## src/design/ita_pkg.sv

```systemverilog
// Shared types, codes and character helpers for the integer-to-ASCII formatter.
`default_nettype none

package ita_pkg;

    typedef enum logic [1:0] {
        MODE_UDEC = 2'd0,
        MODE_SDEC = 2'd1,
        MODE_LHEX = 2'd2,
        MODE_UHEX = 2'd3
    } t_mode;

    localparam int WIDTH_W    = 6;
    localparam int DIGITS_MAX = 10;
    localparam int NDIG_W     = $clog2(DIGITS_MAX + 1);
    localparam int DIGIT_IDX_W = $clog2(DIGITS_MAX);

    localparam logic [7:0] CH_ZERO    = 8'h30;
    localparam logic [7:0] CH_SPACE   = 8'h20;
    localparam logic [7:0] CH_MINUS   = 8'h2D;
    localparam logic [7:0] CH_UPPER_A = 8'h41;
    localparam logic [7:0] CH_LOWER_A = 8'h61;

    // 2^35 / 10 rounded up; exact quotient for every 32-bit dividend
    localparam logic [31:0] RECIP_10 = 32'hCCCC_CCCD;
    localparam int          RECIP_SH = 35;

    typedef struct packed {
        logic [31:0]        mag;
        logic               neg;
        logic               hex;
        logic               upper;
        logic               zero_fill;
        logic [WIDTH_W-1:0] width;
    } t_job;

    typedef enum logic [2:0] {
        BK_IDLE,
        BK_DIV,
        BK_STORE,
        BK_SIGN,
        BK_PAD,
        BK_DIGIT
    } t_back_state;

    function automatic logic [7:0] digit_char(input logic [3:0] d, input logic upper);
        logic [7:0] base;
        if (d < 4'd10) begin
            digit_char = CH_ZERO + {4'd0, d};
        end else begin
            base = upper ? CH_UPPER_A : CH_LOWER_A;
            digit_char = base + {4'd0, d} - 8'd10;
        end
    endfunction

endpackage

`default_nettype wire

```

## src/design/ita_if.sv

```systemverilog
// Valid/ready channel interfaces for the number beat and the character beat.
`default_nettype none

interface ita_in_if;
    logic        valid;
    logic        ready;
    logic [1:0]  mode;
    logic [31:0] value;
    logic [5:0]  min_width;
    logic        zero_fill;

    modport source (output valid, mode, value, min_width, zero_fill, input ready);
    modport sink   (input valid, mode, value, min_width, zero_fill, output ready);
endinterface

interface ita_out_if;
    logic       valid;
    logic       ready;
    logic [7:0] char_out;
    logic       last;

    modport source (output valid, char_out, last, input ready);
    modport sink   (input valid, char_out, last, output ready);
endinterface

`default_nettype wire

```

## src/design/ita_front.sv

```systemverilog
// Front end: accepts a number beat, clamps the width and splits sign from magnitude.
`default_nettype none

module ita_front import ita_pkg::*; #(
    parameter int MAX_WIDTH = 32
) (
    ita_in_if.sink      i_item,
    input  wire logic   i_q_ready,
    output t_job        o_job,
    output logic        o_push
);

    logic               w_neg;
    logic [WIDTH_W-1:0] w_clamped;

    assign i_item.ready = i_q_ready;
    assign o_push       = i_item.valid && i_q_ready;

    always_comb begin
        w_neg = (t_mode'(i_item.mode) == MODE_SDEC) && i_item.value[31];
        if ({1'b0, i_item.min_width} > 7'(MAX_WIDTH)) begin
            w_clamped = WIDTH_W'(MAX_WIDTH);
        end else begin
            w_clamped = i_item.min_width;
        end

        o_job.mag       = w_neg ? (~i_item.value + 32'd1) : i_item.value;
        o_job.neg       = w_neg;
        o_job.hex       = i_item.mode[1];
        o_job.upper     = (t_mode'(i_item.mode) == MODE_UHEX);
        o_job.zero_fill = i_item.zero_fill;
        o_job.width     = (w_neg && w_clamped != '0) ? (w_clamped - 6'd1) : w_clamped;
    end

endmodule

`default_nettype wire

```

## src/design/ita_queue.sv

```systemverilog
// Two-entry job queue between the front end and the back end.
`default_nettype none

module ita_queue import ita_pkg::*; (
    input  wire logic i_clk,
    input  wire logic i_rst_n,
    input  wire logic i_push,
    input  t_job      i_job,
    output logic      o_ready,
    output t_job      o_job,
    output logic      o_valid,
    input  wire logic i_pop
);

    t_job       r_mem [2];
    logic       r_wr_ptr;
    logic       r_rd_ptr;
    logic [1:0] r_count;

    assign o_ready = (r_count != 2'd2);
    assign o_valid = (r_count != 2'd0);
    assign o_job   = r_mem[r_rd_ptr];

    always_ff @(posedge i_clk) begin
        if (!i_rst_n) begin
            r_wr_ptr <= 1'b0;
            r_rd_ptr <= 1'b0;
            r_count  <= 2'd0;
        end else begin
            if (i_push) begin
                r_wr_ptr <= ~r_wr_ptr;
            end
            if (i_pop) begin
                r_rd_ptr <= ~r_rd_ptr;
            end
            case ({i_push, i_pop})
                2'b10:   r_count <= r_count + 2'd1;
                2'b01:   r_count <= r_count - 2'd1;
                default: r_count <= r_count;
            endcase
        end
    end

    always_ff @(posedge i_clk) begin
        if (i_push) begin
            r_mem[r_wr_ptr] <= i_job;
        end
    end

    a_no_push_full: assert property (@(posedge i_clk) disable iff (!i_rst_n)
        !(i_push && r_count == 2'd2))
        else $error("job pushed into full queue");

    a_no_pop_empty: assert property (@(posedge i_clk) disable iff (!i_rst_n)
        !(i_pop && r_count == 2'd0))
        else $error("job popped from empty queue");

endmodule

`default_nettype wire

```

## src/design/ita_back.sv

```systemverilog
// Back end: extracts digits by divide and store steps, then emits sign, padding and digits.
`default_nettype none

module ita_back import ita_pkg::*; (
    input  wire logic  i_clk,
    input  wire logic  i_rst_n,
    input  t_job       i_job,
    input  wire logic  i_job_valid,
    output logic       o_job_pop,
    ita_out_if.source  o_out
);

    t_back_state        r_state;
    t_back_state        n_state;

    logic [31:0]        r_val;
    logic [31:0]        r_quot;
    logic               r_neg;
    logic               r_hex;
    logic               r_upper;
    logic               r_zero_fill;
    logic [WIDTH_W-1:0] r_width;
    logic [WIDTH_W-1:0] r_pad;
    logic [NDIG_W-1:0]  r_ndig;
    logic [3:0]         r_digits [DIGITS_MAX];

    logic               r_out_valid;
    logic [7:0]         r_out_char;
    logic               r_out_last;

    logic               w_slot_free;
    logic               w_emit;
    logic [7:0]         w_emit_char;
    logic               w_emit_last;
    logic [63:0]        w_prod;
    logic [3:0]         w_digit;
    logic [3:0]         w_top_digit;

    assign w_slot_free   = !r_out_valid || o_out.ready;
    assign o_out.valid   = r_out_valid;
    assign o_out.char_out = r_out_char;
    assign o_out.last    = r_out_last;

    assign w_prod  = 64'(r_val) * 64'(RECIP_10);
    assign w_digit = r_hex ? r_val[3:0] : (r_val[3:0] - 4'(r_quot[3:0] * 4'd10));
    assign w_top_digit = r_digits[DIGIT_IDX_W'(r_ndig - NDIG_W'(1))];

    always_comb begin
        n_state = r_state;
        unique case (r_state)
            BK_IDLE: begin
                if (i_job_valid) begin
                    n_state = BK_DIV;
                end
            end
            BK_DIV: begin
                n_state = BK_STORE;
            end
            BK_STORE: begin
                n_state = (r_quot == '0) ? BK_SIGN : BK_DIV;
            end
            BK_SIGN: begin
                if (!r_neg || w_slot_free) begin
                    n_state = BK_PAD;
                end
            end
            BK_PAD: begin
                if (r_pad == '0) begin
                    n_state = BK_DIGIT;
                end
            end
            BK_DIGIT: begin
                if (w_slot_free && r_ndig == NDIG_W'(1)) begin
                    n_state = BK_IDLE;
                end
            end
            default: n_state = BK_IDLE;
        endcase
    end

    always_comb begin
        o_job_pop   = 1'b0;
        w_emit      = 1'b0;
        w_emit_char = CH_ZERO;
        w_emit_last = 1'b0;
        unique case (r_state)
            BK_IDLE: begin
                o_job_pop = i_job_valid;
            end
            BK_SIGN: begin
                w_emit      = r_neg && w_slot_free;
                w_emit_char = CH_MINUS;
            end
            BK_PAD: begin
                w_emit      = (r_pad != '0) && w_slot_free;
                w_emit_char = r_zero_fill ? CH_ZERO : CH_SPACE;
            end
            BK_DIGIT: begin
                w_emit      = w_slot_free;
                w_emit_char = digit_char(w_top_digit, r_upper);
                w_emit_last = (r_ndig == NDIG_W'(1));
            end
            default: begin
            end
        endcase
    end

    always_ff @(posedge i_clk) begin
        if (!i_rst_n) begin
            r_state     <= BK_IDLE;
            r_out_valid <= 1'b0;
        end else begin
            r_state <= n_state;
            if (w_emit) begin
                r_out_valid <= 1'b1;
            end else if (o_out.ready) begin
                r_out_valid <= 1'b0;
            end
        end
    end

    always_ff @(posedge i_clk) begin
        if (w_emit) begin
            r_out_char <= w_emit_char;
            r_out_last <= w_emit_last;
        end
        unique case (r_state)
            BK_IDLE: begin
                if (i_job_valid) begin
                    r_val       <= i_job.mag;
                    r_neg       <= i_job.neg;
                    r_hex       <= i_job.hex;
                    r_upper     <= i_job.upper;
                    r_zero_fill <= i_job.zero_fill;
                    r_width     <= i_job.width;
                    r_ndig      <= '0;
                end
            end
            BK_DIV: begin
                r_quot <= r_hex ? {4'd0, r_val[31:4]} : 32'(w_prod[63:RECIP_SH]);
            end
            BK_STORE: begin
                r_digits[DIGIT_IDX_W'(r_ndig)] <= w_digit;
                r_ndig <= r_ndig + NDIG_W'(1);
                r_val  <= r_quot;
            end
            BK_SIGN: begin
                r_pad <= (r_width > WIDTH_W'(r_ndig)) ? (r_width - WIDTH_W'(r_ndig)) : '0;
            end
            BK_PAD: begin
                if (w_emit) begin
                    r_pad <= r_pad - WIDTH_W'(1);
                end
            end
            BK_DIGIT: begin
                if (w_emit) begin
                    r_ndig <= r_ndig - NDIG_W'(1);
                end
            end
            default: begin
            end
        endcase
    end

    a_ndig_bound: assert property (@(posedge i_clk) disable iff (!i_rst_n)
        (r_state == BK_STORE) |-> (r_ndig < NDIG_W'(DIGITS_MAX)))
        else $error("digit store overflow");

    a_digits_present: assert property (@(posedge i_clk) disable iff (!i_rst_n)
        (r_state == BK_SIGN || r_state == BK_PAD || r_state == BK_DIGIT) |-> (r_ndig != '0))
        else $error("emit phase entered with no digits");

    a_hex_digits: assert property (@(posedge i_clk) disable iff (!i_rst_n)
        (r_state == BK_STORE && r_hex) |-> (r_ndig < NDIG_W'(8)))
        else $error("hex value produced more than eight digits");

endmodule

`default_nettype wire

```

## src/design/integer_to_ascii_formatter.sv

```systemverilog
// Top level of the integer-to-ASCII formatter: front end, job queue and back end.
//
// Each number beat (mode, value, min_width, zero_fill) turns into a run of character
// beats, most significant first, with last set on the final digit. In the back end a
// number passes through these steps in order: the job is taken from the queue; each of
// its D digits (at most 10 decimal or 8 hex) takes a divide step, a reciprocal multiply
// for decimal or a shift for hex, and a store step; the sign step emits the minus sign
// of a negative number; the padding step emits the padding and then closes; and the
// digit step emits the digits. The output register moves one character per cycle while
// the output is not stalled. The two-entry job queue lets the front end take up to two
// further numbers while the back end is busy.
`default_nettype none

module integer_to_ascii_formatter import ita_pkg::*; #(
    parameter int MAX_WIDTH = 32
) (
    input  wire logic i_clk,
    input  wire logic i_rst_n,
    ita_in_if.sink    i_item,
    ita_out_if.source o_out
);

    t_job w_front_job;
    logic w_push;
    logic w_q_ready;
    t_job w_q_job;
    logic w_q_valid;
    logic w_pop;

    ita_front #(
        .MAX_WIDTH (MAX_WIDTH)
    ) u_front (
        .i_item    (i_item),
        .i_q_ready (w_q_ready),
        .o_job     (w_front_job),
        .o_push    (w_push)
    );

    ita_queue u_queue (
        .i_clk   (i_clk),
        .i_rst_n (i_rst_n),
        .i_push  (w_push),
        .i_job   (w_front_job),
        .o_ready (w_q_ready),
        .o_job   (w_q_job),
        .o_valid (w_q_valid),
        .i_pop   (w_pop)
    );

    ita_back u_back (
        .i_clk       (i_clk),
        .i_rst_n     (i_rst_n),
        .i_job       (w_q_job),
        .i_job_valid (w_q_valid),
        .o_job_pop   (w_pop),
        .o_out       (o_out)
    );

endmodule

`default_nettype wire
```

## src/flat_wrapper.sv

```systemverilog
// flat-port wrapper written by rule: the top's interface ports become plain ports
module integer_to_ascii_formatter_flat import ita_pkg::*;
#(
    parameter int MAX_WIDTH = 32
)
  (i_clk, i_rst_n, i_item_valid, i_item_mode, i_item_value, i_item_min_width, i_item_zero_fill, i_item_ready, o_out_valid, o_out_char_out, o_out_last, o_out_ready);
  ita_in_if i_item_i ();
  ita_out_if o_out_i ();
  input  wire logic i_clk;
  input  wire logic i_rst_n;
  input wire logic [$bits(i_item_i.valid)-1:0] i_item_valid;
  input wire logic [$bits(i_item_i.mode)-1:0] i_item_mode;
  input wire logic [$bits(i_item_i.value)-1:0] i_item_value;
  input wire logic [$bits(i_item_i.min_width)-1:0] i_item_min_width;
  input wire logic [$bits(i_item_i.zero_fill)-1:0] i_item_zero_fill;
  output wire logic [$bits(i_item_i.ready)-1:0] i_item_ready;
  output wire logic [$bits(o_out_i.valid)-1:0] o_out_valid;
  output wire logic [$bits(o_out_i.char_out)-1:0] o_out_char_out;
  output wire logic [$bits(o_out_i.last)-1:0] o_out_last;
  input wire logic [$bits(o_out_i.ready)-1:0] o_out_ready;
  assign i_item_i.valid = i_item_valid;
  assign i_item_i.mode = i_item_mode;
  assign i_item_i.value = i_item_value;
  assign i_item_i.min_width = i_item_min_width;
  assign i_item_i.zero_fill = i_item_zero_fill;
  assign i_item_ready = i_item_i.ready;
  assign o_out_valid = o_out_i.valid;
  assign o_out_char_out = o_out_i.char_out;
  assign o_out_last = o_out_i.last;
  assign o_out_i.ready = o_out_ready;
  integer_to_ascii_formatter #(.MAX_WIDTH(MAX_WIDTH)) u_core (.i_clk(i_clk), .i_rst_n(i_rst_n), .i_item(i_item_i), .o_out(o_out_i));
endmodule
```

## config.mk

```make
export PLATFORM = sky130hd
export DESIGN_NAME = integer_to_ascii_formatter_flat
export DESIGN_NICKNAME = d
export VERILOG_FILES = /design/src/design/ita_pkg.sv /design/src/design/ita_if.sv /design/src/design/ita_front.sv /design/src/design/ita_queue.sv /design/src/design/ita_back.sv /design/src/design/integer_to_ascii_formatter.sv /design/src/flat_wrapper.sv
export SDC_FILE = /design/constraint.sdc
export NUM_CORES = 1
export LEC_CHECK = 0
export BUFFER_PORTS_ARGS = -buffer_cell sky130_fd_sc_hd__buf_2
export CAP_MARGIN = 0
export CELL_PAD_IN_SITES_DETAIL_PLACEMENT = 0
export CELL_PAD_IN_SITES_GLOBAL_PLACEMENT = 1
export CORE_MARGIN = 2
export CORE_UTILIZATION = 35
export CTS_CLUSTER_DIAMETER = 40
export DETAILED_ROUTE_END_ITERATION = 8
export MAX_ROUTING_LAYER = met4
export PLACE_DENSITY_LB_ADDON = 0.25
export SETUP_SLACK_MARGIN = 0.4
export SLEW_MARGIN = 5
export SYNTH_ARGS = -nofsm -noshare
export SYNTH_HDL_FRONTEND = slang
export SYNTH_SLANG_ARGS = --single-unit
export TNS_END_PERCENT = 10
```

## constraint.sdc

```tcl
create_clock -name i_clk -period 8.1 [get_ports i_clk]
set_input_delay 1.215 -clock i_clk [delete_from_list [all_inputs] [get_ports i_clk]]
set_output_delay 1.215 -clock i_clk [all_outputs]
set_load 0.1 [all_outputs]
```

; Word level (Yosys, flattened, before mapping)
; Memories as Yosys holds them, arrays and structs flattened. A register that Yosys moved wholly into a read port is not among the register bits.
; Cells that the tools add are included.
[totals]
ram_bits = 124
output_inout_bits = 11
n_memories = 2
elab_cells = 116
regBits = 101
[memory_table]
columns = memory, depth, width, rd, rd_ports_with_merged_regs, write_ports, line_no
row1 = u_core.u_queue.r_mem, 2, 42, 1, 1, 1, ita_queue.sv:15  ; t_job r_mem [2];
row2 = u_core.u_back.r_digits, 10, 4, 1, 0, 1, ita_back.sv:25  ; logic [3:0] r_digits [DIGITS_MAX];
[classes]
muxes = 34
magnitude_cmp = 3
add_sub_neg = 12
bitwise = 3
n_mul = 2
reduce_logical = 26
eq_ne = 17
[ops]
columns = operator, n
row1 = "multiplier 32 x 32 -> 64 bit, second input constant", 1
row2 = two-way mux 32 bit, 2
row3 = one-hot mux 32 bit (2 select lines), 1
row4 = "adder 32 x 1 -> 32 bit, second input constant", 1
row5 = logical NOT 32 bit, 1
row6 = inverter 32 bit, 1
row7 = two-way mux 6 bit, 5
row8 = two-way mux 28 bit, 1
row9 = one-hot mux 8 bit (3 select lines), 1
row10 = one-hot mux 3 bit (6 select lines), 1
row11 = "!= test 2 bit, second input constant", 7
row12 = two-way mux 3 bit, 4
row13 = two-way mux 4 bit, 3
row14 = one-hot mux 4 bit (3 select lines), 1
row15 = one-hot mux 6 bit (2 select lines), 1
row16 = nonzero test 6 bit, 2
row17 = "subtractor 6 x 1 -> 6 bit, second input constant", 2
row18 = nonzero test 2 bit, 5
row19 = two-way mux 1 bit, 9
row20 = adder 7 x 4 -> 8 bit, 1
row21 = two-way mux 8 bit, 1
row22 = "subtractor 8 x 4 -> 8 bit, second input constant", 1
row23 = "adder 6 x 4 -> 7 bit, first input constant", 1
row24 = "equality test 3 x 2 -> 1 bit, second input constant", 2
row25 = 29 further kinds, 42

; Depth between registers and ports, before layout
; Gate-level depths: netlist of run 1.
[depth]
ltp_word = 6
mapped_depth = 25

; Hierarchy
; Synthesis of run 1 repeated with hierarchy kept, for this count alone.
[hier_totals]
hier_cells = 2579
area_unflattened_um2 = 27520.1
[modules_own_cells]
columns = mod, instances, area_each_um2, cells_per_inst
row1 = ita_back, 1, 23317.4, 2283
row2 = ita_queue, 1, 3236.9, 153
row3 = ita_front, 1, 965.9, 143

; Worst setup path before layout of run 1
; Ideal clock, no wire load.
[synth_path]
path_kind = register -> register
start = reg u_core.u_back.r_val[8]
end = reg u_core.u_back.r_quot[27] (data pin)
path_stages_with_launch = 26
required_time_ns = 7.933
arrival_time_ns = 6.808
path_slack_ns = 1.125
path_buffers = 1
setup_time_ns = 0.167
period_less_slack_ns = 6.975
path_cell_list = edfxtp_1 -> ha_1 -> clkbuf_1 -> xor2_1 -> ha_1 -> a21o_1 -> fa_1 -> inv_1 -> fa_1 -> fa_1 -> inv_1 -> fa_1 -> fa_1 -> inv_1 -> fa_1 -> inv_1 -> ha_1 -> a21oi_1 -> nand2_1 -> o31ai_4 -> o21ai_2 -> a311oi_2 -> a211oi_2 -> o21ai_0 -> mux2_2 -> a221oi_2
[synth_via]
elab_chain_len = 2
[synth_lines]
columns = item, line_no
row1 = "start, declared", ita_back.sv:16  ; logic [31:0] r_val;
row2 = "start signal, assigned", ita_back.sv:130  ; r_val <= i_job.mag;
row3 = "start signal, assigned", ita_back.sv:145  ; r_val <= r_quot;
row4 = multiplier 32 x 32 -> 64 bit, ita_back.sv:44  ; assign w_prod = 64'(r_val) * 64'(RECIP_10);
row5 = two-way mux 28 bit, ita_back.sv:140  ; r_quot <= r_hex ? {4'd0, r_val[31:4]} : 32'(w_prod[63:RECIP_SH]);
row6 = "end signal, assigned", ita_back.sv:140
row7 = "end, declared", ita_back.sv:17  ; logic [31:0] r_quot;
; Every way passes these cells.
; A chain may end at the register's enable or synchronous reset.

; Worst setup path after layout of run 1
[layout_path]
start = reg u_core.u_back.r_val[1]
end = reg u_core.u_back.r_quot[25] (data pin)
; Same word-level chain as after synthesis.

==> impl_results.md, run 1 <==
* Status: finished, final reports clean
* Critical path capture point type: flop
* Number of iterations in the first detailed-routing pass at 5
* Cell mode on critical path: fa_1
* Max-cap viol count at 0
* Rows at 102
* Core Util, Final at 0.403
* Crit path cell chain: ha_4 -> xor2_1 -> ha_1 -> or2_2 -> fa_1 -> fa_1 -> fa_1 -> fa_1 -> fa_1 -> inv_1 -> fa_1 -> inv_1 -> ha_2 -> nand4_1 -> nor2_2 -> o2111ai_2 -> a221oi_2 -> a211oi_2 -> buf_4 -> buf_4 -> a2111oi_4 -> o21ai_2 -> mux2i_1 -> o221ai_1
* Crit Path Class: reg -> reg
* Most used DFF post-synth: edfxtp_1
* Clk pin slew, worst setup/hold paths at 0.06 ns
* Layout Nets at 3538
* RD Place Congestion at 0.974
* Die area at 80300 um2
* DRT iter0 DRCs at 1136
* Worst Setup Start Kind: flop
* Slew Viols, Final at 0
* Synth Warn # at 0
* Final setup fails at 0
* Async set-reset flop share out of synthesis at 0
* Clock Latency Late Sink at 0.53 ns
* RSZ-0062 raised after global routing: true
* Ratio of cells with drive above 1 in the final layout at 0.125
* DP HPWL at 72200 um
* Clk sinks at 222
* Die span in x at 283 um
* Antenna viol nets, final at 0
* Worst slew margin at 0.281
* Critical path fanouts, max at 7
* Area delta synth->final at 14.2%
* Routed length per instance at 21.9 um
* Sequential cell area fraction in the yosys report at 0.241
* Vias in the first global route at 19.7k
* Initial core utilization at 0.353
* Routed Wire Length at 83300 um
* Vias per Instance at 4.89
* Critical path data arrival time at 7.80 ns
* Largest net degree at the start of global routing at 63
* Gr usage total at 0.213
* Cells after Synth at 2549
* Vias post-DR at 18.6k
* Least-Margin Pin Slew at 1.08 ns
* Clock skew at 0.0151 ns
* Final hold vios at 0
* Final period utilization at 0.931
* Clock Tree Root: clkbuf_16
* Number of synthesized flops with an enable pin at 213
* Critical path's slowest cell: fa_1
* Number of clock buffers inserted by TritonCTS at 26
* Total grt overflow at 0
* Number of synthesized register bits at 222
* H-tree levels at 1
* Antenna violations before repair at 1
* Core area at 77300 um2
* Hold-fix buffers, CTS at 0
* Hold crit path type: reg -> reg
* Minimum clock period at 7.54 ns
* Number of port buffers at 54
* I/O pin count at 56
* Synthesized area per cell at 10.7 um2
* Critical path required time at 8.36 ns
* First-pass GRT wire length at 124000 um
* Die height at 283 um
* FMAX at 0.133 GHz
* Mapped Nets at 3347
* Clock Tree Buf Depth at 3
* Syn Std Cell Area at 27300 um2
* Drt drc at 0
* CTS tree: done
* Synth unique cells at 73
* CP max stage delay at 0.58 ns
cell type report:
type,instances,area (um2)
clock buffer,31,691
clock inverter,17,215
tap,1040,1300
antenna,1,2.50
timing repair buffer,210,1450
inverter,644,2420
fill,7657,46200
sequential,222,6580
multi-input combinational,1636,18500
path summary, 6_finish.rpt:
check	endpoint	slack [ns]	depth (start not counted)	from
max	u_core.u_back.r_quot[25]$_DFFE_PP_	0.56	24	u_core.u_back.r_val[1]$_DFFE_PP_
min	u_core.u_back.r_width[0]$_DFFE_PP_	0.55	1	u_core.u_queue.r_mem[0][0]$_DFFE_PP_
max reg2reg	u_core.u_back.r_quot[25]$_DFFE_PP_	0.56	24	u_core.u_back.r_val[1]$_DFFE_PP_
min reg2reg	u_core.u_back.r_width[0]$_DFFE_PP_	0.55	1	u_core.u_queue.r_mem[0][0]$_DFFE_PP_
layer usage:
metal	track usage	wire, um	share of wire
met2	0.336	39000	0.47
met3	0.0277	3670	0.044
met1	0.283	37300	0.45
met4	0.0709	3340	0.040
met5	-	0	0
flip-flops by register name, summed over array words and instances, names as in the netlist, 2 cells and up, named ones only:
| register | count |
|---|---|
| u_core.u_back.o_out.char_out | 7 |
| u_core.u_back.r_pad | 6 |
| u_core.u_back.r_quot | 29 |
| u_core.u_back.r_val | 32 |
| u_core.u_back.r_ndig | 4 |
| u_core.u_back.r_state | 3 |
| u_core.u_back.r_digits | 40 |
| u_core.u_back.r_width | 6 |
| u_core.u_queue.r_mem | 84 |
| u_core.u_queue.r_count | 2 |
critical path: cells and delay by family, from the launching register on:
family	cells	cell delay [ns]
AO/OA/AOI/OAI	6	1.19
XOR/XNOR	1	0.19
adder cells (fa/ha/maj)	9	3.94
buffers and inverters	4	0.44
flip-flops	1	0.55
multiplexers	1	0.15
AND/OR/NAND/NOR	3	0.78
Yosys cell counts (39+ instances only):
library cell	instances	area share
a21o_1	39	0.011
a21oi_1	82	0.015
edfxtp_1	213	0.23
fa_1	391	0.29
ha_1	362	0.17
inv_1	643	0.088
mux2i_1	46	0.017
nand2_1	129	0.018
nor2_1	69	0.0095
o21ai_0	92	0.017
xnor2_1	48	0.015
xor2_1	64	0.021
cells in the final DEF, fill, tap and decap left out, types with 13 or more instances in the layout:
cell type  count
a21o_1        39
a21oi_1       81
and2_1        27
and3_1        14
buf_2         54
buf_4        154
clkbuf_16     27
edfxtp_1     213
fa_1         391
ha_1         334
ha_4          20
inv_1        638
mux2_2        14
mux2i_1       46
nand2_1      129
nand3_1       16
nand4_1       16
nor2_1        68
nor2b_1       13
nor3_1        28
nor4_1        18
o21ai_0       90
xnor2_1       48
xor2_1        61
cells by family (layout without fill, tap and decap cells):
family,Yosys count,count (layout),share of synthesized area
xor+xnor,112,112,0.0359
flops,222,222,0.241
mux,69,69,0.0297
buf+inv,691,902,0.0955
other cells,1,2,0.000137
fa+ha+maj,753,753,0.453
compound gates,341,341,0.0823
simple gates,360,360,0.0631
timing repair:
item | CTS | global route
endpoints found under the setup margin | 16 | 20
pin swaps | 0 | 27
gates resized for setup | 14 | 54
buffers inserted | 16 | 58
metrics by stage:
step                      hold WS [ns]  area, um2  worst slack, ns  std cells  TNS [ns]
after global placement           0.528      29300           -0.100       3678    -0.103
after CTS                        0.555      30400            0.379       3742         0
after detailed placement         0.533      29300         -0.00571       3678  -0.00571
after floorplan                  0.491      27300             1.12       2549         0
after global routing             0.578      31200            0.293       3801         0
final                            0.550      31200            0.555       3801         0
Power of run 1 is not shown: default switching activity piles up to over one toggle a cycle in this logic, so the estimate is an artifact.
==> run 2: changes to the inputs <==
--- a/config.mk
+++ b/config.mk
@@ -14,7 +14,7 @@
 export CTS_CLUSTER_DIAMETER = 40
 export DETAILED_ROUTE_END_ITERATION = 8
 export MAX_ROUTING_LAYER = met4
-export PLACE_DENSITY_LB_ADDON = 0.25
+export PLACE_DENSITY_LB_ADDON = 0.1
 export SETUP_SLACK_MARGIN = 0.4
 export SLEW_MARGIN = 5
 export SYNTH_ARGS = -nofsm -noshare
==> impl_results.md, run 2 (synthesis results as in run 1) <==
* Layout Nets at 3555
* Clock Latency Late Sink at 0.53 ns
* I/O pin count at 56
* Routed Wire Length at 86000 um
* Hold crit path type: reg -> reg
* Max FFs per register at 84
* R2R depth at 24
* Multi-input logic area at 18500 um2
* Placed Cells incl. Taps at 3690
* Most common cell after layout, fill and taps aside: inv_1
* Register cell area after layout at 6580 um2
* Routed length per instance at 22.5 um
* Clock Tree Root: clkbuf_16
* Hold path start: u_core.u_queue.r_count[1]$_SDFFE_PN0P_
* Cell mode on critical path: fa_1
* Antenna violations before repair at 0
* Largest net degree at the start of global routing at 63
* Slew Viols, Final at 0
* Final WS setup at 0.536 ns
* First-pass GRT wire length at 129000 um
* Reg2reg setup slack at 0.54 ns
* Gr usage total at 0.223
* Critical path fanouts, max at 5
* Critical path capture point type: flop
* Vias per Instance at 4.85
* Least-Margin Pin Slew at 1.09 ns
* Vias in the first global route at 20.1k
* DP HPWL at 74800 um
* Final hold vios at 0
* Area delta synth->final at 14.5%
* Die span in x at 283 um
* Antenna viol nets, final at 0
* Max-cap viol count at 0
* Total grt overflow at 0
* Minimum clock period at 7.56 ns
* Die area at 80300 um2
* Number of clock buffers inserted by TritonCTS at 24
* Number of iterations in the first detailed-routing pass at 5
* RR Startpoint: u_core.u_back.r_val[24]$_DFFE_PP_
* Critical path data arrival time at 7.93 ns
* CP max stage delay at 0.56 ns
* Largest regs: u_core.u_queue.r_mem (84), u_core.u_back.r_digits (40), u_core.u_back.r_val (32)
* Initial core utilization at 0.353
* RSZ-0062 raised after global routing: true
* Biggest register: u_core.u_queue.r_mem
* Clk pin slew, worst setup/hold paths at 0.07 ns
* Most frequent cells in the layout: 638 x inv_1, 389 x fa_1, 333 x ha_1, 213 x edfxtp_1, 172 x buf_4
* Layout Cells excl Fill at 3814
* Critical R2R Capture: u_core.u_back.r_quot[18]$_DFFE_PP_
* Core area at 77300 um2
* Critical path's slowest cell: edfxtp_1
* FMAX at 0.132 GHz
* Final period utilization at 0.934
* Design Area, Final at 31300 um2
* Vias post-DR at 18.5k
* Die height at 283 um
* Worst slew margin at 0.273
* Worst Setup Start Kind: flop
* Hold Crit Depth at 2
* DRT iter0 DRCs at 967
* Crit path max-delay family: adder cells
* Ratio of cells with drive above 1 in the final layout at 0.131
* Rows at 102
* Status: finished, final reports clean
* CTS tree: done
* Area after DPL at 29400 um2
* Crit Path Class: reg -> reg
* RD Place Congestion at 0.935
* Clock skew at 0.0109 ns
* Clock Tree Buf Depth at 3
* Clk sinks at 222
* Critical path required time at 8.46 ns
* Crit path cell chain: ha_1 -> buf_4 -> ha_1 -> fa_1 -> inv_1 -> fa_1 -> inv_1 -> fa_1 -> fa_1 -> fa_1 -> inv_1 -> fa_1 -> inv_1 -> ha_4 -> nand4_1 -> nor3_4 -> o211ai_1 -> nor2_2 -> a311oi_2 -> buf_4 -> a211oi_4 -> o21ai_1 -> mux2_1 -> a221oi_2
* FILL cells at 7775
* Total Negative Setup Slacks at 0 ns
* H-tree levels at 1
* Final setup fails at 0
* Hold EP: u_core.u_queue.r_count[1]$_SDFFE_PN0P_
* Number of port buffers at 54
* Worst path bufs/invs at 6
* Diode count at 0
* Drt drc at 0
* Place WS at -0.0522 ns
## run 2: cell count changes in the layout (fill, tap and decap cells not counted), sizes merged
cell	before	now
clkinvlp	3	7
inv	648	640
buf	210	229
clkinv	7	8
diode	1	0
bufinv	3	1
## run 2: cell type report
type	count	area share
Clock inverter	12	0.00360
Timing Repair Buffer	229	0.0513
Multi-Input combinational cell	1636	0.593
Clock buffer	31	0.0221
Inverter	644	0.0780
Tap cell	1040	0.0416
Sequential cell	222	0.210
## run 2: routing by layer
metal | part of all wire | vias up | routed length [um] | global-route usage
li1 | - | 8718 | - | -
met1 | 0.46 | 9431 | 39200 | 0.295
met2 | 0.49 | 268 | 42200 | 0.375
met3 | 0.024 | 77 | 2060 | 0.0179
met4 | 0.029 | 0 | 2520 | 0.0455
met5 | 0 | - | 0 | -
## run 2: per-stage QoR
| stage | hold slack [ns] | utilization |
|---|---|---|
| floorplan | 0.491 | - |
| global placement | 0.510 | 0.380 |
| detailed placement | 0.530 | 0.380 |
| CTS | 0.545 | 0.395 |
| global route | 0.556 | 0.404 |
| finish | 0.543 | 0.404 |
## run 2: what timing repair did
action | in CTS | in global routing
hold endpoints to repair | 0 | 0
endpoints found under the setup margin | 22 | 26
hold buffers | 0 | 0
setup buffers | 27 | 54
resized for setup | 23 | 46
pin swaps | 4 | 31
## run 2: worst register-to-register path, stage by stage (launching register included)
cell      delay [ns]
edfxtp_1        0.56
ha_1            0.38
buf_4           0.19
ha_1            0.33
fa_1            0.51
inv_1           0.08
fa_1            0.55
inv_1           0.06
fa_1            0.48
fa_1            0.52
fa_1            0.55
inv_1           0.06
fa_1            0.54
inv_1           0.07
ha_4            0.29
nand4_1         0.20
nor3_4          0.26
o211ai_1        0.13
nor2_2          0.26
a311oi_2        0.15
buf_4           0.22
a211oi_4        0.39
o21ai_1         0.13
mux2_1          0.34
a221oi_2        0.17
## run 2: worst max path at each step
| stage | from | depth (start not counted) | slack, ns | end |
|---|---|---|---|---|
| 2_1_floorplan | u_core.u_back.r_val[8]$_DFFE_PP_ | 25 | 1.12 | u_core.u_back.r_quot[27]$_DFFE_PP_ |
| 3_3_place_gp | u_core.u_back.r_val[20]$_DFFE_PP_ | 25 | 0.04 | u_core.u_back.r_quot[25]$_DFFE_PP_ |
| 3_5_place_dp | u_core.u_back.r_val[20]$_DFFE_PP_ | 25 | -0.05 | u_core.u_back.r_quot[25]$_DFFE_PP_ |
| 4_1_cts | u_core.u_back.r_val[1]$_DFFE_PP_ | 22 | 0.38 | u_core.u_back.r_quot[18]$_DFFE_PP_ |
| 5_1_grt | u_core.u_back.r_val[15]$_DFFE_PP_ | 24 | 0.28 | u_core.u_back.r_quot[25]$_DFFE_PP_ |
| 6_report | u_core.u_back.r_val[24]$_DFFE_PP_ | 24 | 0.54 | u_core.u_back.r_quot[18]$_DFFE_PP_ |
Power of run 2 is left out for the same reason.
